[src/design/altilt_pkg.sv]
`timescale 1ns / 1ps
`default_nettype none
// ----------------------------------------------------------------------------
// altilt_pkg: shared constants for the smoothed tilt angle block
// Holds the default configuration values, the fixed field widths and the
// CORDIC arctangent table.
// ----------------------------------------------------------------------------
package altilt_pkg;
    localparam int          FRAC_BITS_DEF    = 16;
    localparam int          CORDIC_STEPS_DEF = 16;
    localparam int          GAIN_W           = 16;
    localparam int          RAW_W            = 16;
    localparam int          DEG_W            = 8;
    localparam int          ONE_G            = 16000;
    localparam logic [15:0] GAIN_RESET       = 16'd3277;
    localparam int          TABLE_LEN        = 24;
    localparam int          ANG_W            = 25;

    function automatic logic [ANG_W-1:0] atan_deg(input logic [4:0] i);
        logic [ANG_W-1:0] v;
        unique case (i)
            5'd0:    v = 25'd2949120;
            5'd1:    v = 25'd1740967;
            5'd2:    v = 25'd919879;
            5'd3:    v = 25'd466945;
            5'd4:    v = 25'd234379;
            5'd5:    v = 25'd117304;
            5'd6:    v = 25'd58666;
            5'd7:    v = 25'd29335;
            5'd8:    v = 25'd14668;
            5'd9:    v = 25'd7334;
            5'd10:   v = 25'd3667;
            5'd11:   v = 25'd1833;
            5'd12:   v = 25'd917;
            5'd13:   v = 25'd458;
            5'd14:   v = 25'd229;
            5'd15:   v = 25'd115;
            5'd16:   v = 25'd57;
            5'd17:   v = 25'd29;
            5'd18:   v = 25'd14;
            5'd19:   v = 25'd7;
            5'd20:   v = 25'd4;
            5'd21:   v = 25'd2;
            5'd22:   v = 25'd1;
            default: v = 25'd0;
        endcase
        return v;
    endfunction
endpackage
`default_nettype wire

[src/design/altilt_filter.sv]
`timescale 1ns / 1ps
`default_nettype none
// ----------------------------------------------------------------------------
// altilt_filter: bit-serial one-pole low-pass for one axis
// Computes f + floor((x<<F - f) * gain / 2^16) with a shift-add multiplier
// that consumes one gain bit per cycle, LSB first.
// ----------------------------------------------------------------------------
module altilt_filter
    import altilt_pkg::*;
#(
    parameter int FRAC_BITS = FRAC_BITS_DEF,
    parameter logic [17+FRAC_BITS-1:0] RESET_VAL = '0
) (
    input  wire logic                     i_clk,
    input  wire logic                     i_rst_n,
    input  wire logic                     i_start,
    input  wire logic signed [RAW_W-1:0]  i_raw,
    input  wire logic [GAIN_W-1:0]        i_gain,
    output logic signed [17+FRAC_BITS-1:0] o_state
);
    localparam int SW = 17 + FRAC_BITS;
    localparam int DW = SW + 1;
    localparam int AW = DW + 1;

    logic signed [SW-1:0] r_f, n_f;
    logic signed [DW-1:0] r_d, n_d;
    logic signed [AW-1:0] r_acc, n_acc;
    logic [GAIN_W-1:0]    r_g, n_g;
    logic [4:0]           r_cnt, n_cnt;
    logic                 r_busy, n_busy;
    logic signed [AW-1:0] sum;

    assign o_state = r_f;

    // acc holds partial product >> k, low bits dropped (floor)
    always_comb begin
        n_f = r_f; n_d = r_d; n_acc = r_acc; n_g = r_g;
        n_cnt = r_cnt; n_busy = r_busy;
        sum = r_acc + (r_g[0] ? AW'(r_d) : AW'(0));
        if (i_start) begin
            n_d    = {{(DW-RAW_W-FRAC_BITS){i_raw[RAW_W-1]}}, i_raw, {FRAC_BITS{1'b0}}}
                     - DW'(r_f);
            n_acc  = '0;
            n_g    = i_gain;
            n_cnt  = '0;
            n_busy = 1'b1;
        end else if (r_busy) begin
            n_acc = sum >>> 1;
            n_g   = r_g >> 1;
            n_cnt = r_cnt + 5'd1;
            if (r_cnt == 5'(GAIN_W - 1)) begin
                n_busy = 1'b0;
                n_f    = r_f + SW'(sum >>> 1);
            end
        end
    end

    always_ff @(posedge i_clk) begin
        if (!i_rst_n) begin
            r_f    <= RESET_VAL;
            r_busy <= 1'b0;
            r_cnt  <= '0;
        end else begin
            r_f    <= n_f;
            r_busy <= n_busy;
            r_cnt  <= n_cnt;
        end
        r_d   <= n_d;
        r_acc <= n_acc;
        r_g   <= n_g;
    end

`ifndef SYNTHESIS
    a_start_idle: assert property (@(posedge i_clk) disable iff (!i_rst_n)
        i_start |-> !r_busy) else $error("filter restarted while busy");
    a_done: assert property (@(posedge i_clk) disable iff (!i_rst_n)
        (r_busy && r_cnt == 5'(GAIN_W - 1)) |=> !r_busy) else $error("filter overrun");
    a_hold: assert property (@(posedge i_clk) disable iff (!i_rst_n)
        (!r_busy && !i_start) |=> $stable(r_f)) else $error("state moved while idle");
`endif
endmodule
`default_nettype wire
[config.mk]
export PLATFORM = sky130hd
export DESIGN_NAME = altilt_filter
export DESIGN_NICKNAME = d
export VERILOG_FILES = /design/src/design/altilt_pkg.sv /design/src/design/altilt_filter.sv
export SDC_FILE = /design/constraint.sdc
export NUM_CORES = 1
export LEC_CHECK = 0
export ABC_AREA = 1
export BUFFER_PORTS_ARGS = -buffer_cell sky130_fd_sc_hd__buf_2
export CORE_MARGIN = 5
export CORE_UTILIZATION = 60
export CTS_CLUSTER_DIAMETER = 80
export CTS_CLUSTER_SIZE = 12
export DETAILED_ROUTE_END_ITERATION = 6
export GPL_ROUTABILITY_DRIVEN = 0
export PLACE_DENSITY = 0.89
export SLEW_MARGIN = 20
export SYNTH_ARGS = -nofsm -noshare
export SYNTH_HDL_FRONTEND = slang
export SYNTH_SLANG_ARGS = --single-unit
[constraint.sdc]
create_clock -name i_clk -period 5.4 [get_ports i_clk]
set_input_delay 1.08 -clock i_clk [delete_from_list [all_inputs] [get_ports i_clk]]
set_output_delay 1.08 -clock i_clk [all_outputs]
set_load 0.005 [all_outputs]
==> qor.txt, run 1 <==
FMAX = 217 MHz
FF+latch count, synth = 123
Buffers on Ports = 67
Initial drt markers = 1599
Asr flop ratio synth = 0%
Clk root buf = clkbuf_16
Critical Path Sink Type = register
Worst reg2reg startpoint = r_g[0]
Full die area = 19100 um^2
Crit path max fanout = 24
Number of flops mapped to enable cells by yosys = 50
WS Path Type = register to register
Cell taking the most area after synthesis = edfxtp_1
Ant. Diodes = 0
Avg Synthesized Cell Area = 7.10 um^2
Clk_skew = 0.0100 ns
Largest net degree at the start of global routing = 53
DP Area = 10400 um^2
TritonRoute pass-1 iters = 7
Area growth from synthesis to layout = 11.2%
CP delay by family, top = simple AND/OR/NAND/NOR gates
Sequential fraction of the synthesis area = 30.1%
Max VDD drop = 0.194 mV
Core Region = 16000 um^2
CTS tree = done
CP required = 5.72 ns
Critical path arrival = 4.93 ns
Most area-consuming cells after synthesis = edfxtp_1 15%, dfxtp_1 15%, nand2_1 13%
Ports = 68
Vias per cell = 5.98
Finished Cell Area = 11000 um^2
Leakage = 5.66 nW
Hpwl dp = 21900 um
DRC viols = 27
Setup Buffers After CTS = 0
Yosys top cell area share = 15.2%
Hold Crit Class = register to register
DR vias = 10.1k
# nets final = 1579
H-Tree Depth = 4
Std-Cell Rows = 46
Synth warn = 0
Layout cell share with drive strength beyond 1 = 11.2%
Failing checks = DRC
Max-Cap Viols = 0
Main synth FF type = dfxtp_1
Library cells used by synthesis = 53
Setup TNS Final = 0 ns
Pins Over Slew Limit = 0
Tot GR Track Use = 29.8%
Minimum clock period = 4.61 ns
Global-route wire length before repair = 46700 um
Buf+Inv Stages, Crit Path = 3
Final period util = 85.5%
RSZ-0062 raised after global routing = no
Final Hold Violating Endpoints = 0
Die Y = 138 um
Initial antenna violation count = 0
Status = complete, but fails checks
Routed Antenna Nets = 0
Hold_buf cts = 0
Setup crit start = r_g[0]
Endpoints failing setup = 0
WL/cell = 17.4 um
Starting Density = 61.6%
Post-synthesis cell area = 9860 um^2
Slew HR = 47.3%
Cell area power density = 243 nW/um^2
Worst-margin pin slew = 0.786 ns
CTS buffer count = 17
Clock slew at reported path FFs = 0.06 ns
Hold_sp = r_acc[30]
Max Buffers Root-to-Sink = 2
CP max stage delay = 0.59 ns
# resized after CTS = 0
Total wire length = 29200 um
Syn Nets = 1512
Crit path top cell by count = nand2_1
Type of origin of the critical path = register
Die Wd = 138 um
CTS Sinks = 123
Skew-Pair Late Insertion Delay = 0.43 ns
Slowest CP cell = edfxtp_1
Total grt overflow = 0
Vias in the first global route = 9449
Mapped Cells = 1389
==> sequential cells by signal, summed over array words and instances (netlist names) <==
register and count:
o_state 33, r_acc 34, r_busy 1, r_cnt 5, r_d 34, r_g 16
==> final cells by class <==
class / instances / area, um^2
fillers: 1257 / 5030
well taps: 216 / 270
inverters: 212 / 796
clock buffers: 18 / 439
repair buffers: 70 / 365
flip-flops and latches: 123 / 2960
multi-input cells: 1032 / 6000
clock inverters: 14 / 129
==> worst register-to-register path: stages (launching register included) <==
cell,delay (ns)
edfxtp_1,0.59
buf_8,0.26
nand2_1,0.09
inv_1,0.04
ha_1,0.34
nand2_1,0.11
nor2_1,0.14
nor2_1,0.07
nand2_2,0.11
nand3_1,0.09
nand2_1,0.15
nand3_1,0.09
nand2_1,0.11
nand2_1,0.08
nand2_1,0.06
nand2_1,0.06
and2_1,0.18
ha_1,0.34
a21oi_1,0.21
o21ai_0,0.22
a21oi_1,0.38
nand3_1,0.25
nand2_1,0.11
nand2_1,0.06
xor2_1,0.15
o21ai_0,0.16
inv_1,0.06
==> path summary, 6_finish.rpt <==
path | to | slack [ns] | cells after the start
worst min-delay path | r_acc[30] | 0.46 | 2
worst min register to register | r_acc[30] | 0.46 | 2
worst max register to register | o_state[23] | 0.79 | 26
worst max-delay path | o_state[23] | 0.79 | 26
==> through the flow <==
stage / util [%] / worst slack (ns) / total power [mW] / cells / hold slack [ns]
global placement: 64.9 / 0.849 / 1.52 / 1652 / 0.444
detailed placement: 64.9 / 0.777 / 1.53 / 1652 / 0.452
finish: 68.5 / 0.785 / 2.67 / 1685 / 0.464
floorplan: - / 1.78 / 1.40 / 1389 / 0.432
CTS: 68.4 / 0.641 / 2.65 / 1684 / 0.463
global route: 68.5 / 0.567 / 2.76 / 1685 / 0.488
==> cell usage after synthesis, types with 5 or more instances <==
master      n
nand2_1   338
inv_1     201
a21oi_1   124
nor2_1    103
ha_1       86
dfxtp_1    73
o21ai_0    73
xor2_1     57
edfxtp_1   50
nand3_1    49
nor3_1     30
nand2_2    15
clkbuf_1   14
nand4_1    14
a22o_1     13
xnor2_1    13
o21bai_1   12
a21o_1     10
o21ai_1    10
inv_2       9
a31oi_1     8
nand3_2     7
a211oi_1    6
and2_1      6
o21ai_2     5
==> kinds of logic after synthesis <==
| family | Yosys count | synth area share [%] |
|---|---|---|
| buffers and inverters | 234 | 9.07 |
| AND/OR/NAND/NOR | 590 | 26.3 |
| XOR/XNOR | 73 | 6.71 |
| flip-flops | 123 | 30.1 |
| adder cells (fa/ha/maj) | 88 | 11.3 |
| AO/OA/AOI/OAI | 281 | 16.5 |
==> routing by layer <==
| metal | wire (um) | track usage (%) |
|---|---|---|
| met1 | 11600 | 39.5 |
| met2 | 13000 | 47.4 |
| met3 | 3210 | 6.14 |
| met4 | 1460 | 13.2 |
| met5 | 0 | 0 |
==> placed cells by master, fill, tap and decap left out, types with 5 or more instances in the layout <==
cell       instances
nand2_1          338
inv_1            201
a21oi_1          124
nor2_1           102
ha_1              86
o21ai_0           73
dfxtp_1           73
buf_2             67
xor2_1            57
edfxtp_1          50
nand3_1           49
nor3_1            30
clkbuf_16         17
nand2_2           15
nand4_1           14
xnor2_1           13
a22o_1            13
o21bai_1          12
a21o_1            10
o21ai_1           10
inv_2              9
a31oi_1            8
inv_6              8
nand3_2            7
and2_1             6
a211oi_1           6
o21ai_2            5
==> where the power goes <==
group | internal, mW | switching (mW)
logic | 0.163 | 0.342
registers | 1.02 | 0.0238
clock network | 0.653 | 0.466
total | 1.84 | 0.832
No activity file was read; power rests on OpenSTA's default activity.
==> run 2, diff against run 1 <==
- CORE_ASPECT_RATIO: not set -> 0.9
- HOLD_SLACK_MARGIN: not set -> 0.02
==> qor.txt, run 2 (same netlist as run 1, synthesis figures left out) <==
Status = complete, no violations
Largest net degree at the start of global routing = 53
TritonRoute pass-1 iters = 6
RSZ-0062 raised after global routing = no
CTS buffer count = 17
Tot GR Track Use = 28.9%
Hold_buf cts = 0
Starting Density = 61.1%
H-Tree Depth = 4
Ant. Diodes = 0
WL/cell = 16.8 um
Vias per cell = 5.92
DP Area = 10400 um^2
Initial drt markers = 1424
Full die area = 19100 um^2
Register Area = 2960 um^2
Layout cell share with drive strength beyond 1 = 11.1%
CP max stage delay = 1.08 ns
Total wire length = 28200 um
Hold_ws = 0.459 ns
Slew HR = 25.6%
Worst-margin pin slew = 1.12 ns
Final period util = 91.0%
Vias in the first global route = 9409
Finished Cell Area = 10900 um^2
Crit path top cell by count = nand2_1
Setup TNS Final = 0 ns
Routed Antenna Nets = 0
Hold Crit Class = register to register
Multi-input logic area = 6000 um^2
Slowest CP cell = edfxtp_1
Filler cells = 1281
Global-route wire length before repair = 45800 um
Area growth from synthesis to layout = 10.8%
Pins Over Slew Limit = 0
Crit path max fanout = 34
Minimum clock period = 4.92 ns
CTS Sinks = 123
Endpoints failing setup = 0
Die Wd = 145 um
Cell area power density = 241 nW/um^2
Buffers on Ports = 67
CP required = 5.77 ns
Final Hold Violating Endpoints = 0
Clk_skew = 0.0132 ns
DR vias = 9917
Critical path arrival = 5.28 ns
Type of origin of the critical path = register
Fin util = 67.7%
WS Path Type = register to register
Critical Path Sink Type = register
Skew-Pair Late Insertion Delay = 0.44 ns
Initial antenna violation count = 0
Max Buffers Root-to-Sink = 2
Std-Cell Rows = 44
Ports = 68
Die Y = 132 um
Max VDD drop = 0.253 mV
# nets final = 1578
Most common cell after layout, fill and taps aside = nand2_1
Setup Buffers After CTS = 0
Hpwl dp = 21600 um
Core Region = 16100 um^2
Clock slew at reported path FFs = 0.06 ns
Max-Cap Viols = 0
Clk root buf = clkbuf_16
Total grt overflow = 0
Power Total = 2.64 mW
Leakage = 5.63 nW
DRC viols = 0
FMAX = 203 MHz
# resized after CTS = 0
CTS tree = done
Most frequent cells in the layout = 338 x nand2_1, 201 x inv_1, 124 x a21oi_1, 102 x nor2_1, 86 x ha_1
run 2: cell count changes in the layout (fill, tap and decap cells not counted), sizes merged:
cell,previous run,this run
clkinv,5,3
clkbuf,18,17
inv,219,221
bufinv,1,0
clkinvlp,1,3
buf,70,69
run 2: per-stage QoR:
stage,worst slack [ns],std cells
2_1_floorplan,1.78,1389
3_3_place_gp,0.884,1643
3_5_place_dp,0.834,1643
4_1_cts,0.712,1675
5_1_grt,0.207,1675
6_report,0.484,1675
run 2: path summary, 6_finish.rpt:
path | cells after the start | slack (ns) | start | endpoint
hold reg to reg | 2 | 0.46 | r_acc[28] | r_acc[28]
setup / recovery | 27 | 0.48 | r_g[0] | o_state[32]
setup reg to reg | 27 | 0.48 | r_g[0] | o_state[32]
hold / removal | 2 | 0.46 | r_acc[28] | r_acc[28]
run 2: area by class of cell:
| class | count | share of cell area, % |
|---|---|---|
| multi-input cells | 1032 | 54.9 |
| flip-flops and latches | 123 | 27.1 |
| inverters | 212 | 7.28 |
| clock buffers | 17 | 3.89 |
| repair buffers | 69 | 3.21 |
| well taps | 207 | 2.37 |
| clock inverters | 15 | 1.18 |
run 2: worst max-delay path: cells and delay by family, from the launching register on:
family                     cells  cell delay [ns]
buffers and inverters          3             0.22
and+or+nand+nor               20             2.17
DFF                            1             1.08
adders and majority gates      2             0.65
AOI/OAI and AO/OA              2             0.69
run 2: layer usage:
metal	wire length (um)	track usage, %	vias to the layer above	share of wire, %
met5	0	0	-	0
met4	1110	12.5	0	3.9
met3	2980	5.72	98	11
met2	12400	45.0	605	44
met1	11800	39.3	4483	42
li1	-	-	4731	-
run 2: report_power, final:
part | switching (mW) | leakage (nW) | internal (mW)
logic | 0.332 | 4.27 | 0.161
registers | 0.0272 | 1.10 | 1.02
clock network | 0.495 | 0.268 | 0.604
==> run 3, diff against run 2 <==
- CORE_MARGIN: 5 -> not set
==> qor.txt, run 3 (same netlist as run 1, synthesis figures left out) <==
Hold_sp = r_acc[19]
CP max stage delay = 0.55 ns
Slowest CP cell = edfxtp_1
Ports = 68
Minimum clock period = 4.62 ns
TritonRoute pass-1 iters = 7
Final Hold Violating Endpoints = 0
Status = complete, but fails checks
Largest net degree at the start of global routing = 53
DRC viols = 17
Setup TNS Final = 0 ns
Tot GR Track Use = 35.6%
Failing checks = DRC
NetSw = 0.840 mW
Crit path max fanout = 26
RSZ-0062 raised after global routing = no
Clk pwr share = 42.3%
Routed Antenna Nets = 0
Leakage = 5.65 nW
# resized after CTS = 0
Clk root buf = clkbuf_16
Max VDD drop = 0.234 mV
DP Area = 10400 um^2
WS Path Type = register to register
CTS Sinks = 123
Setup Buffers After CTS = 0
FMAX = 216 MHz
Critical path arrival = 4.95 ns
Vias in the first global route = 9274
Clk_skew = 0.0125 ns
CP required = 5.72 ns
Critical Path Sink Type = register
Hold_ws = 0.461 ns
Total grt overflow = 0
Power Total = 2.69 mW
Clock slew at reported path FFs = 0.06 ns
# nets final = 1579
Pins Over Slew Limit = 0
Skew-Pair Late Insertion Delay = 0.43 ns
Max Buffers Root-to-Sink = 2
Starting Density = 61.3%
CTS tree = done
Area growth from synthesis to layout = 11.3%
Slew HR = 39.4%
Hpwl dp = 21600 um
Finished Cell Area = 11000 um^2
Initial drt markers = 1117
Std-Cell Rows = 44
Setup crit start = r_g[0]
Max-Cap Viols = 0
WL/cell = 17.2 um
Buffers on Ports = 67
Comb pwr share = 18.9%
Layout cell share with drive strength beyond 1 = 11.1%
Placed Instances = 1643
Worst reg2reg startpoint = r_g[0]
Final period util = 85.6%
Full die area = 16900 um^2
Most common cell after layout, fill and taps aside = nand2_1
Core Region = 16100 um^2
Global-route wire length before repair = 45700 um
Reg power frac = 38.8%
Cell area power density = 245 nW/um^2
Worst-margin pin slew = 0.903 ns
Endpoints failing setup = 0
Hold_buf cts = 0
DR vias = 10.0k
Most frequent cells in the layout = 338 x nand2_1, 201 x inv_1, 124 x a21oi_1, 102 x nor2_1, 86 x ha_1
CP Cell Sequence = buf_8, nand2_1, inv_1, ha_1, nand2_1, nor2_1, inv_1, nor3_2, a21oi_1, o21bai_1, xor2_1, ha_1, a21oi_1, o21ai_0, a21o_1, a211oi_1, a21oi_1, nor2_1, nor2_1
Hold Crit Class = register to register
CTS buffer count = 17
Initial antenna violation count = 2
Sw Share = 31.2%
Non-Filler Instances = 1677
Total wire length = 28900 um
Die Wd = 137 um
Die Y = 124 um
Internal cell power = 1.85 mW
Vias per cell = 5.96
Type of origin of the critical path = register
H-Tree Depth = 4
[run 3: worst max-delay path: cells and delay by family (launching register included)]
family                   cells  cell delay [ns]
AND/OR/NAND/NOR              6             0.72
XOR/XNOR                     1             0.46
flip-flops                   1             0.55
adder cells (fa/ha/maj)      2             0.78
buffers and inverters        3             0.38
AO/OA/AOI/OAI                7             1.60
[run 3: per-layer routing]
metal  vias up  wire (um)  track usage [%]
li1       4722          -                -
met1      4526      11500             45.2
met2       622      12600             55.7
met3       132       3420             10.3
met4         0       1310             16.6
met5         -          0                0
[run 3: power groups by stage]
| stage | logic [mW] | clock network, mW | registers, mW |
|---|---|---|---|
| after global placement | 0.458 | 0 | 1.06 |
| final | 0.509 | 1.14 | 1.04 |
| after global routing | 0.553 | 1.17 | 1.05 |
| after floorplan | 0.346 | 0 | 1.05 |
| after detailed placement | 0.473 | 0 | 1.07 |
| after CTS | 0.481 | 1.13 | 1.05 |
[run 3: final timing paths]
| kind | depth (start not counted) | slack (ns) | to |
|---|---|---|---|
| setup / recovery | 19 | 0.78 | o_state[28] |
| hold / removal | 2 | 0.46 | r_acc[19] |
| setup reg to reg | 19 | 0.78 | o_state[28] |
| hold reg to reg | 2 | 0.46 | r_acc[19] |
[run 3: through the flow]
stage	util [%]	worst slack (ns)
floorplan	-	1.78
global placement	64.5	0.846
detailed placement	64.5	0.783
CTS	68.1	0.675
global route	68.2	0.580
finish	68.3	0.777
[run 3: final cells by class]
class	count	area [um^2]
diodes	1	2.50
well taps	207	259
flip-flops and latches	123	2960
fillers	1286	5100
clock buffers	18	450
inverters	212	796
repair buffers	70	365
multi-input cells	1032	6000
clock inverters	14	133
